File: src/rtl/assert_macros.svh
// assertion macros for the rtl files, used by the converter top level
`ifndef ASSERT_MACROS_SVH
`define ASSERT_MACROS_SVH

// same-cycle implication, held off during reset
`define ASSERT_IMPLIES(label, clk, rst_n, ante, cons) \
	label: assert property (@(posedge clk) disable iff (!(rst_n)) (ante) |-> (cons)) \
		else $error("same-cycle implication violated");

// next-cycle implication, held off during reset
`define ASSERT_NEXT(label, clk, rst_n, ante, cons) \
	label: assert property (@(posedge clk) disable iff (!(rst_n)) (ante) |=> (cons)) \
		else $error("next-cycle implication violated");

`endif

File: src/rtl/dtfp_pkg.sv
// shared types, constants and a helper function for the decimal text converter
package dtfp_pkg;

	localparam int unsigned VALUE_W = 59;
	localparam int unsigned FRACTION_DIGITS_DEFAULT = 6;

	// largest value that can be reported (2^59 - 1)
	localparam logic [VALUE_W-1:0] SAFE_LIMIT = {VALUE_W{1'b1}};

	// character codes
	localparam logic [7:0] CHAR_PLUS  = 8'h2B;
	localparam logic [7:0] CHAR_MINUS = 8'h2D;
	localparam logic [7:0] CHAR_POINT = 8'h2E;
	localparam logic [7:0] CHAR_ZERO  = 8'h30;
	localparam logic [7:0] CHAR_NINE  = 8'h39;
	localparam logic [7:0] CHAR_SPACE = 8'h20;
	localparam logic [7:0] CHAR_TAB   = 8'h09;
	localparam logic [7:0] CHAR_CR    = 8'h0D;

	// status codes
	localparam logic [1:0] STATUS_OK      = 2'd0;
	localparam logic [1:0] STATUS_INVALID = 2'd1;
	localparam logic [1:0] STATUS_RANGE   = 2'd2;

	// one input transfer
	typedef struct packed {
		logic [7:0] char_code;
		logic       char_present;
		logic       last;
		logic       below_one_check;
	} dtfp_in_t;

	// one result transfer
	typedef struct packed {
		logic [VALUE_W-1:0] fixed_value;
		logic [1:0]         status;
	} dtfp_out_t;

	// per-string parse flags
	typedef struct packed {
		logic content_started;
		logic trailing_space_seen;
		logic point_seen;
		logic whole_overflow;
		logic format_error;
	} dtfp_flags_t;

	// power of ten, for elaboration-time constants
	function automatic logic [63:0] pow10(input int unsigned n);
		logic [63:0] p;
		p = 64'd1;
		for (int unsigned i = 0; i < n; i++) begin
			p = p * 64'd10;
		end
		return p;
	endfunction

endpackage

File: src/rtl/dtfp_step.sv
// next-state and result logic for one character of the decimal text
module dtfp_step #(
	parameter int unsigned FRACTION_DIGITS = dtfp_pkg::FRACTION_DIGITS_DEFAULT,
	parameter int unsigned FRAC_W = 20,
	parameter int unsigned CNT_W = 3
) (
	input  dtfp_pkg::dtfp_in_t                    item,
	input  dtfp_pkg::dtfp_flags_t                 flags,
	input  logic [dtfp_pkg::VALUE_W-1:0]          whole_scaled,
	input  logic [FRAC_W-1:0]                     frac_scaled,
	input  logic [CNT_W-1:0]                      frac_count,
	output dtfp_pkg::dtfp_flags_t                 flags_next,
	output logic [dtfp_pkg::VALUE_W-1:0]          whole_scaled_next,
	output logic [FRAC_W-1:0]                     frac_scaled_next,
	output logic [CNT_W-1:0]                      frac_count_next,
	output dtfp_pkg::dtfp_out_t                   result
);
	import dtfp_pkg::*;

	localparam logic [63:0] SCALE64 = pow10(FRACTION_DIGITS);
	localparam logic [VALUE_W-1:0] SCALE = VALUE_W'(SCALE64);
	// largest whole part, already scaled
	localparam logic [VALUE_W-1:0] CAP_SCALED =
		VALUE_W'((64'(SAFE_LIMIT) / SCALE64) * SCALE64);

	logic [FRAC_W-1:0] place [FRACTION_DIGITS];
	logic [FRAC_W-1:0] place_sel;
	logic [3:0]        digit;
	logic              is_space;
	logic              is_digit;
	logic [63:0]       whole_cand;
	logic [VALUE_W:0]  total;

	// weight of each fraction place
	for (genvar i = 0; i < FRACTION_DIGITS; i++) begin : g_place
		assign place[i] = FRAC_W'(pow10(FRACTION_DIGITS - 1 - i));
	end

	always_comb begin
		place_sel = '0;
		for (int unsigned i = 0; i < FRACTION_DIGITS; i++) begin
			if (frac_count == CNT_W'(i)) begin
				place_sel = place[i];
			end
		end
	end

	// character classes
	assign digit    = 4'(item.char_code - CHAR_ZERO);
	assign is_space = (item.char_code == CHAR_SPACE) ||
		((item.char_code >= CHAR_TAB) && (item.char_code <= CHAR_CR));
	assign is_digit = (item.char_code >= CHAR_ZERO) && (item.char_code <= CHAR_NINE);

	// whole part times ten plus the new digit, kept scaled
	assign whole_cand = {whole_scaled, 3'b000} + {4'b0000, whole_scaled, 1'b0} +
		64'(digit) * SCALE64;

	// parse one character
	always_comb begin
		flags_next        = flags;
		whole_scaled_next = whole_scaled;
		frac_scaled_next  = frac_scaled;
		frac_count_next   = frac_count;
		if (item.char_present) begin
			if (is_space) begin
				if (flags.content_started) begin
					flags_next.trailing_space_seen = 1'b1;
				end
			end else if (flags.trailing_space_seen) begin
				flags_next.format_error = 1'b1;
			end else if (item.char_code == CHAR_PLUS) begin
				if (flags.content_started) begin
					flags_next.format_error = 1'b1;
				end
				flags_next.content_started = 1'b1;
			end else begin
				flags_next.content_started = 1'b1;
				if (item.char_code == CHAR_POINT) begin
					if (flags.point_seen) begin
						flags_next.format_error = 1'b1;
					end
					flags_next.point_seen = 1'b1;
				end else if (!is_digit || item.char_code == CHAR_MINUS) begin
					flags_next.format_error = 1'b1;
				end else if (flags.point_seen) begin
					if (frac_count < CNT_W'(FRACTION_DIGITS)) begin
						frac_scaled_next = frac_scaled + FRAC_W'(digit) * place_sel;
						frac_count_next  = frac_count + CNT_W'(1);
					end else if (digit != 4'd0) begin
						flags_next.format_error = 1'b1;
					end
				end else if (!flags.whole_overflow) begin
					if (whole_cand > 64'(CAP_SCALED)) begin
						flags_next.whole_overflow = 1'b1;
						whole_scaled_next = CAP_SCALED;
					end else begin
						whole_scaled_next = VALUE_W'(whole_cand);
					end
				end
			end
		end
	end

	// final value and status from the updated state
	assign total = {1'b0, whole_scaled_next} + (VALUE_W + 1)'(frac_scaled_next);

	always_comb begin
		result.fixed_value = '0;
		result.status      = STATUS_OK;
		if (flags_next.format_error || !flags_next.content_started) begin
			result.status = STATUS_INVALID;
		end else if (flags_next.whole_overflow || total > {1'b0, SAFE_LIMIT}) begin
			result.status = STATUS_RANGE;
		end else if (item.below_one_check && total >= {1'b0, SCALE}) begin
			result.status = STATUS_INVALID;
		end else begin
			result.fixed_value = total[VALUE_W-1:0];
		end
	end

endmodule

File: src/rtl/decimal_text_to_fixed_point_unit.sv
// top level of the decimal text to fixed-point converter
// Takes one character per transfer and, on the transfer marked last, returns the value
// times 10^FRACTION_DIGITS with a status. A new character is taken every cycle while the
// input is not stalled; each one sits in an input register while the parse flags and the
// scaled whole and fraction accumulators are updated from it. The result of a string is
// loaded into the output register at the edge where its last character leaves the
// input register. Input stalls only when a finished result is still waiting and the
// next string's last character is already in the input register.
`include "assert_macros.svh"

module decimal_text_to_fixed_point_unit #(
	parameter int unsigned FRACTION_DIGITS = dtfp_pkg::FRACTION_DIGITS_DEFAULT
) (
	input  logic                clk,
	input  logic                arst_n,
	input  logic                item_valid,
	output logic                item_ready,
	input  dtfp_pkg::dtfp_in_t  item,
	output logic                result_valid,
	input  logic                result_ready,
	output dtfp_pkg::dtfp_out_t result
);
	import dtfp_pkg::*;

	localparam int unsigned FRAC_W = $clog2(pow10(FRACTION_DIGITS));
	localparam int unsigned CNT_W  = $clog2(FRACTION_DIGITS + 1);

	dtfp_in_t          item_s1;
	logic              valid_s1;
	dtfp_flags_t       flags_q;
	logic [VALUE_W-1:0] whole_q;
	logic [FRAC_W-1:0] frac_q;
	logic [CNT_W-1:0]  count_q;
	dtfp_flags_t       flags_d;
	logic [VALUE_W-1:0] whole_d;
	logic [FRAC_W-1:0] frac_d;
	logic [CNT_W-1:0]  count_d;
	dtfp_out_t         result_d;
	logic              advance;
	logic              finish;

	dtfp_step #(
		.FRACTION_DIGITS(FRACTION_DIGITS),
		.FRAC_W         (FRAC_W),
		.CNT_W          (CNT_W)
	) u_step (
		.item             (item_s1),
		.flags            (flags_q),
		.whole_scaled     (whole_q),
		.frac_scaled      (frac_q),
		.frac_count       (count_q),
		.flags_next       (flags_d),
		.whole_scaled_next(whole_d),
		.frac_scaled_next (frac_d),
		.frac_count_next  (count_d),
		.result           (result_d)
	);

	// the held character moves on unless it would overwrite a waiting result
	assign advance    = valid_s1 && (!item_s1.last || !result_valid || result_ready);
	assign finish     = advance && item_s1.last;
	assign item_ready = !valid_s1 || advance;

	// input register
	always_ff @(posedge clk or negedge arst_n) begin
		if (!arst_n) begin
			valid_s1 <= 1'b0;
		end else if (item_valid && item_ready) begin
			valid_s1 <= 1'b1;
		end else if (advance) begin
			valid_s1 <= 1'b0;
		end
	end

	always_ff @(posedge clk) begin
		if (item_valid && item_ready) begin
			item_s1 <= item;
		end
	end

	// parse state, cleared after each string
	always_ff @(posedge clk or negedge arst_n) begin
		if (!arst_n) begin
			flags_q <= '0;
			whole_q <= '0;
			frac_q  <= '0;
			count_q <= '0;
		end else if (finish) begin
			flags_q <= '0;
			whole_q <= '0;
			frac_q  <= '0;
			count_q <= '0;
		end else if (advance) begin
			flags_q <= flags_d;
			whole_q <= whole_d;
			frac_q  <= frac_d;
			count_q <= count_d;
		end
	end

	// result register
	always_ff @(posedge clk or negedge arst_n) begin
		if (!arst_n) begin
			result_valid <= 1'b0;
		end else if (finish) begin
			result_valid <= 1'b1;
		end else if (result_ready) begin
			result_valid <= 1'b0;
		end
	end

	always_ff @(posedge clk) begin
		if (finish) begin
			result <= result_d;
		end
	end

	`ASSERT_IMPLIES(a_value_zero_on_error, clk, arst_n,
		result_valid && result.status != STATUS_OK, result.fixed_value == '0)
	`ASSERT_IMPLIES(a_status_known, clk, arst_n, result_valid,
		result.status == STATUS_OK || result.status == STATUS_INVALID ||
		result.status == STATUS_RANGE)
	`ASSERT_NEXT(a_state_cleared, clk, arst_n, finish,
		flags_q == '0 && whole_q == '0 && frac_q == '0 && count_q == '0)
	`ASSERT_NEXT(a_result_after_last, clk, arst_n, finish, result_valid)
	`ASSERT_IMPLIES(a_stall_cause, clk, arst_n, !item_ready,
		valid_s1 && item_s1.last && result_valid && !result_ready)

endmodule
File: config.mk
export PLATFORM = sky130hd
export DESIGN_NAME = decimal_text_to_fixed_point_unit
export DESIGN_NICKNAME = d
export VERILOG_FILES = /design/src/rtl/dtfp_pkg.sv /design/src/rtl/dtfp_step.sv /design/src/rtl/decimal_text_to_fixed_point_unit.sv
export VERILOG_INCLUDE_DIRS = /design/src /design/src/rtl
export SDC_FILE = /design/constraint.sdc
export NUM_CORES = 1
export LEC_CHECK = 0
export BUFFER_PORTS_ARGS = -buffer_cell sky130_fd_sc_hd__buf_2
export CAP_MARGIN = 40
export CORE_MARGIN = 2
export CORE_UTILIZATION = 45
export DETAILED_ROUTE_END_ITERATION = 10
export GPL_TIMING_DRIVEN = 0
export PLACE_DENSITY = 0.59
export SLEW_MARGIN = 20
export SYNTH_ARGS = -nofsm -noshare
export SYNTH_HDL_FRONTEND = slang
export SYNTH_SLANG_ARGS = --single-unit
File: constraint.sdc
create_clock -name clk -period 14.5 [get_ports clk]
set_clock_uncertainty 0.05 [all_clocks]
set_input_delay 0.725 -clock clk [delete_from_list [all_inputs] [get_ports clk]]
set_output_delay 0.725 -clock clk [all_outputs]
set_load 0.02 [all_outputs]
==> results of run 1 <==
[area by class of cell]
class	instances	share of cell area (%)
tap	539	3.20
multi-input combinational	2012	66.0
timing repair buffer	91	2.57
clock buffer	20	2.22
inverter	127	2.26
buffer	114	2.29
sequential	161	20.8
clock inverter	12	0.642
[cells by family after synthesis]
kind of cell             share of synthesized area, %
flip-flops                                       22.9
AO/OA/AOI/OAI                                    26.4
buffers and inverters                            4.99
multiplexers                                    0.619
AND/OR/NAND/NOR                                  23.3
adder cells (fa/ha/maj)                          14.5
XOR/XNOR                                         7.34
[power by group through the flow]
| stage | sequential (W) | clock, W | combinational, W |
|---|---|---|---|
| 2_1_floorplan | 0.000524 | 0 | 0.000253 |
| 5_1_grt | 0.000513 | 0.000497 | 0.000427 |
| 3_5_place_dp | 0.000521 | 0 | 0.000381 |
| 4_1_cts | 0.000512 | 0.000475 | 0.000383 |
| 6_report | 0.000512 | 0.000471 | 0.000389 |
| 3_3_place_gp | 0.000522 | 0 | 0.000372 |
[flip-flops by register name, summed over array words and instances, names as in the netlist]
signal	flops
count_q	3
flags_q	5
frac_q	20
item_s1	11
result	61
result_valid	1
valid_s1	1
whole_q	59
[cells in the final DEF (no fill, tap or decap), types with 35 or more instances in the layout]
cell / instances
nor2_1: 213
dfrtp_1: 89
clkbuf_1: 84
xnor2_1: 97
nor3_1: 87
xor2_1: 62
nand3_1: 41
o21ai_0: 144
nand4_1: 69
a22o_1: 60
edfxtp_1: 72
inv_1: 127
ha_1: 153
buf_2: 101
a21o_1: 35
fa_1: 43
a21oi_1: 201
nand2_1: 241
[worst max path at each step]
stage / slack, ps / depth (start not counted) / to / startpoint
global placement: -430 / 44 / result[27] / item_s1[5]
floorplan: 3880 / 45 / result[0] / item_s1[4]
CTS: 480 / 45 / result[2] / item_s1[5]
global route: 30 / 46 / result[21] / item_s1[4]
detailed placement: 550 / 45 / result[2] / item_s1[5]
finish: 790 / 46 / result[16] / item_s1[5]
[worst max-delay path, delay by kind of cell, from the launching register on]
| family | cells | cell delay [ps] |
|---|---|---|
| adder cells (fa/ha/maj) | 5 | 2210 |
| flip-flops | 1 | 660 |
| buffers and inverters | 7 | 1320 |
| XOR/XNOR | 2 | 710 |
| AO/OA/AOI/OAI | 18 | 4290 |
| AND/OR/NAND/NOR | 14 | 4200 |
[metal layers]
metal | routed length (um) | GRT usage [%]
met1 | 31400 | 43.2
met2 | 34900 | 56.0
met3 | 4390 | 3.80
met4 | 3130 | 13.6
met5 | 0 | 0
[metrics by stage]
stage | total power, W | cell area, um2
2_1_floorplan | 0.000777 | 19200
3_3_place_gp | 0.000895 | 20300
3_5_place_dp | 0.000902 | 20400
4_1_cts | 0.00137 | 21000
5_1_grt | 0.00144 | 21100
6_report | 0.00137 | 21100
==> reports/metrics.yaml, run 1 <==
setup_viol: 0
grt_pass1_wl_um: 112000
n_fill_cell: 4169
grt_max_degree: 73
cts-root-buf: "clkbuf_16"
clkTransAtPathRegs_ps: 70
fin_cells: 3076
n_antenna_cell: 0
netSwitchingPower_w: 0.000491
rrSetupSlack_ps: 790
htree_levels: 4
synth_cells: 2414
cts_hold_buf: 0
setup_tns_ps: 0
cap_viol_max_count: 0
cts_sinks: 161
worstSkewPairLatency_ps: 450
drt_iter0_drc: 1761
ios: 78
seqPwrFrac_pct: 37.3
arrival_ps: 13900
p_int_w: 0.000880
crit_path_end_kind: "register"
syn-cell-area_mm2: 0.0192
fp.coreArea_mm2: 0.0420
timing.final.crit_share_pct: 94.6
setup_slack_ps: 785
critPathKind: "reg2reg"
rsz0062_at_grt: "no"
cts_buffer_depth: 2
cts_tree: "done"
grt_antenna_before_repair: 0
hold_viol_final: 0
gp_congestion: 0.977
dieArea_mm2: 0.0443
drive_gt1_share_pct: 8.04
dp.cells: 3038
outcome: "finished, final reports clean"
p_sw_share_pct: 35.8
cts-resized-gates: 0
dp_worst_setup_slack_ps: 549
rows: 75
grt_pass1_vias: 18700
async_flop_share_pct: 55.3
cp_slowest_stage_delay_ps: 660
p_per_area_mw_per_mm2: 65.1
routed_wirelength_um: 73800
via_per_inst: 6.38
synth_edf_count: 72
period_needed_ps: 13710
die_y_um: 211
grt_use_total_pct: 33.2
synth_nets: 2625
r2r_cells: 46
ys.flop_type: "dfrtp_1"
ir_worst_vdd_mv: 0.0634
critPathMostFrequentCell: "a21oi_1"
min_path_type: "in2async"
worstMarginPinSlew_ps: 940
p_comb_share_pct: 28.4
clkPwrFrac_pct: 34.3
crit_fanout: 12
syn2layout_area_growth_pct: 9.66
multi_input_area_mm2: 0.0139
yosys_register_bits: 161
yosys.area.top_type: "dfrtp_1"
fin_util_pct: 50.1
die_w_um: 211
vias: 19600
cts_made_buffers: 17
required_ps: 14680
wl_per_cell_um: 24.0
r2r_start: "item_s1[5]"
leakagePower_nw: 8.60
final_net_count: 2735
seq_area_mm2: 0.00439
avgSynthCellArea_um2: 7.96
fmax_mhz: 72.9
placement.io_buffers: 77
grt-ovfl-total: 0
drtPass1Iterations: 7
postCtsSetupBuffers: 0
synthTopCellsByCount: "nand2_1, nor2_1, a21oi_1"
dpl.hpwl_um: 60700
drv_slew: 0
ys_warn_count: 0
yosysTopAreaCellShare_pct: 11.6
relSlewSlack_pct: 37.1
ys_seq_area_share_pct: 22.9
start_util_pct: 45.7
drc: 0
synth.area.top_cells: "dfrtp_1, edfxtp_1, ha_1, a21oi_1, nand2_1"
yosysUniqueCellTypes: 100
cp-start-kind: "register"
synth_most_common_cell: "nand2_1"
regToRegEndpoint: "result[16]"
crit_slowest_cell: "edfxtp_1"
ant_nets: 0
whs_ps: 64.8
(Power assumes the default switching activity.)
==> inputs of run 2 (changes only) <==
--- a/config.mk
+++ b/config.mk
@@ -8,11 +8,10 @@
 export LEC_CHECK = 0
 export BUFFER_PORTS_ARGS = -buffer_cell sky130_fd_sc_hd__buf_2
 export CAP_MARGIN = 40
-export CORE_MARGIN = 2
-export CORE_UTILIZATION = 45
+export CORE_UTILIZATION = 55
 export DETAILED_ROUTE_END_ITERATION = 10
 export GPL_TIMING_DRIVEN = 0
-export PLACE_DENSITY = 0.59
+export PLACE_DENSITY = 0.7
 export SLEW_MARGIN = 20
 export SYNTH_ARGS = -nofsm -noshare
 export SYNTH_HDL_FRONTEND = slang
==> constraint.sdc (replaced) <==
create_clock -name clk -period 14.5 [get_ports clk]
set_clock_uncertainty 0.05 [all_clocks]
set_input_delay 0.725 -clock clk [delete_from_list [all_inputs] [get_ports clk]]
set_output_delay 0.725 -clock clk [all_outputs]
set_load 0.01 [all_outputs]
==> run 2 against run 1 <==
  * Power fell by 0.95%
  * Critical endpoint is now result[13]
  * Register-to-register slack worse by 40 ps
  * Fmax decreased by 0.29%
  * Wire length down 3.5%
  * Sequential share of layout area rose by 0.16 points
==> reports/metrics.yaml, run 2 (same netlist as run 1, synthesis figures left out) <==
via_per_inst: 6.64
grt_max_degree: 76
htree_levels: 4
drive_gt1_share_pct: 8.11
timing.final.crit_share_pct: 94.9
clkTransAtPathRegs_ps: 70
final_net_count: 2737
grt-ovfl-total: 0
p_sw_share_pct: 36.7
wl_per_cell_um: 23.8
netSwitchingPower_w: 0.000499
mostFrequentLayoutCell: "nand2_1"
fin_cells: 2994
dp_worst_setup_slack_ps: 279
crit_path_end_kind: "register"
outcome: "finished, final reports clean"
drv_slew: 0
largest_reg_flops: 61
grt_pass1_wl_um: 109000
dieArea_mm2: 0.0357
top_register: "result"
p_int_w: 0.000860
worstSkewPairLatency_ps: 460
setup_tns_ps: 0
die_y_um: 189
setup_viol: 0
drtPass1Iterations: 6
arrival_ps: 13880
cts_tree: "done"
grt_use_total_pct: 40.0
setup_slack_ps: 746
fp.coreArea_mm2: 0.0345
largest_registers: "result: 61 flops, whole_q: 59 flops, frac_q: 20 flops"
min_path_type: "in2async"
cts_made_buffers: 17
crit_slowest_cell: "o41ai_1"
cp-start-kind: "register"
rsz0062_at_grt: "no"
r2r_start: "item_s1[5]"
period_needed_ps: 13750
relSlewSlack_pct: 37.2
grt_pass1_vias: 18900
n_antenna_cell: 0
cp_slowest_stage_delay_ps: 810
start_util_pct: 55.7
critPathMostFrequentCell: "a21oi_1"
ir_worst_vdd_mv: 0.0877
rrSetupSlack_ps: 750
grt_antenna_before_repair: 0
regToRegEndpoint: "result[13]"
cts_sinks: 161
finalPower_w: 0.00136
whs_ps: 43.5
cap_viol_max_count: 0
dp.cells: 2955
startpoint: "item_s1[5]"
drc: 0
syn2layout_area_growth_pct: 8.81
crit_fanout: 12
worstMarginPinSlew_ps: 938
cts_buffer_depth: 2
routed_wirelength_um: 71300
drt_iter0_drc: 2097
fmax_mhz: 72.7
clkPwrFrac_pct: 33.5
leakagePower_nw: 8.58
cts-root-buf: "clkbuf_16"
rows: 68
dpl.hpwl_um: 58000
required_ps: 14630
ios: 78
placement.io_buffers: 77
p_per_area_mw_per_mm2: 65.0
critPathKind: "reg2reg"
vias: 19900
gp_congestion: 1.02
seqPwrFrac_pct: 37.6
final_cell_mix: "nand2_1, nor2_1, a21oi_1, ha_1, o21ai_0"
ant_nets: 0
r2r_cells: 44
hold_viol_final: 0
p_comb_share_pct: 28.8
die_w_um: 189
[run 2: cell count changes in the layout (fill, tap and decap cells not counted), sizes merged]
cell          before  now
buf              118  121
bufinv             1    0
clkbuf           106  105
clkinv             2    4
clkinvlp           1    0
dlymetal6s2s       1    0
inv              135  136
[run 2: area by class of cell]
cell class              instances  area, um2
flip-flops and latches        161       4390
plain buffers                 114        484
multi-input cells            2012      13900
clock buffers                  19        454
clock inverters                13        116
repair buffers                 93        531
well taps                     455        569
inverters                     127        477
fillers                      3097      13600
[run 2: worst max-delay path by stage]
stage | to | slack, ps | cells past startpoint
after floorplan | result[0] | 3880 | 45
after global placement | result[2] | -10 | 44
after detailed placement | result[2] | 280 | 45
after CTS | result[2] | 180 | 45
after global routing | result[19] | 130 | 44
final | result[13] | 750 | 44
[run 2: worst max-delay path, delay by kind of cell, from the launching register on]
kind / cells / cell delay [ps]
adder cells (fa/ha/maj): 5 / 2240
XOR/XNOR: 2 / 670
buffers and inverters: 7 / 1340
AO/OA/AOI/OAI: 17 / 5020
flip-flops: 1 / 660
AND/OR/NAND/NOR: 13 / 3510
[run 2: timing repair]
item	in CTS	in global routing
hold buffers	0	0
gates resized for setup	0	6
buffers inserted	0	1
setup endpoints to repair	0	60
[run 2: power groups by stage]
| stage | sequential (W) | clock (W) | combinational [W] |
|---|---|---|---|
| final | 0.000511 | 0.000456 | 0.000392 |
| after global routing | 0.000512 | 0.000468 | 0.000423 |
| after CTS | 0.000511 | 0.000452 | 0.000381 |
| after detailed placement | 0.000520 | 0 | 0.000379 |
| after global placement | 0.000521 | 0 | 0.000366 |
| after floorplan | 0.000518 | 0 | 0.000253 |
[run 2: per-layer routing]
layer | up-vias | global-route usage [%] | routed length [um]
li1 | 9208 | - | -
met1 | 9545 | 50.7 | 29200
met2 | 942 | 66.6 | 33500
met3 | 191 | 5.60 | 4900
met4 | 0 | 20.2 | 3750
met5 | - | 0 | 0
[run 2: metrics by stage]
step                cell area [um2]  utilization (%)
finish                        20900             60.6
global route                  20900             60.6
CTS                           20800             60.5
detailed placement            20300             58.8
global placement              20200             58.5
floorplan                     19200                -
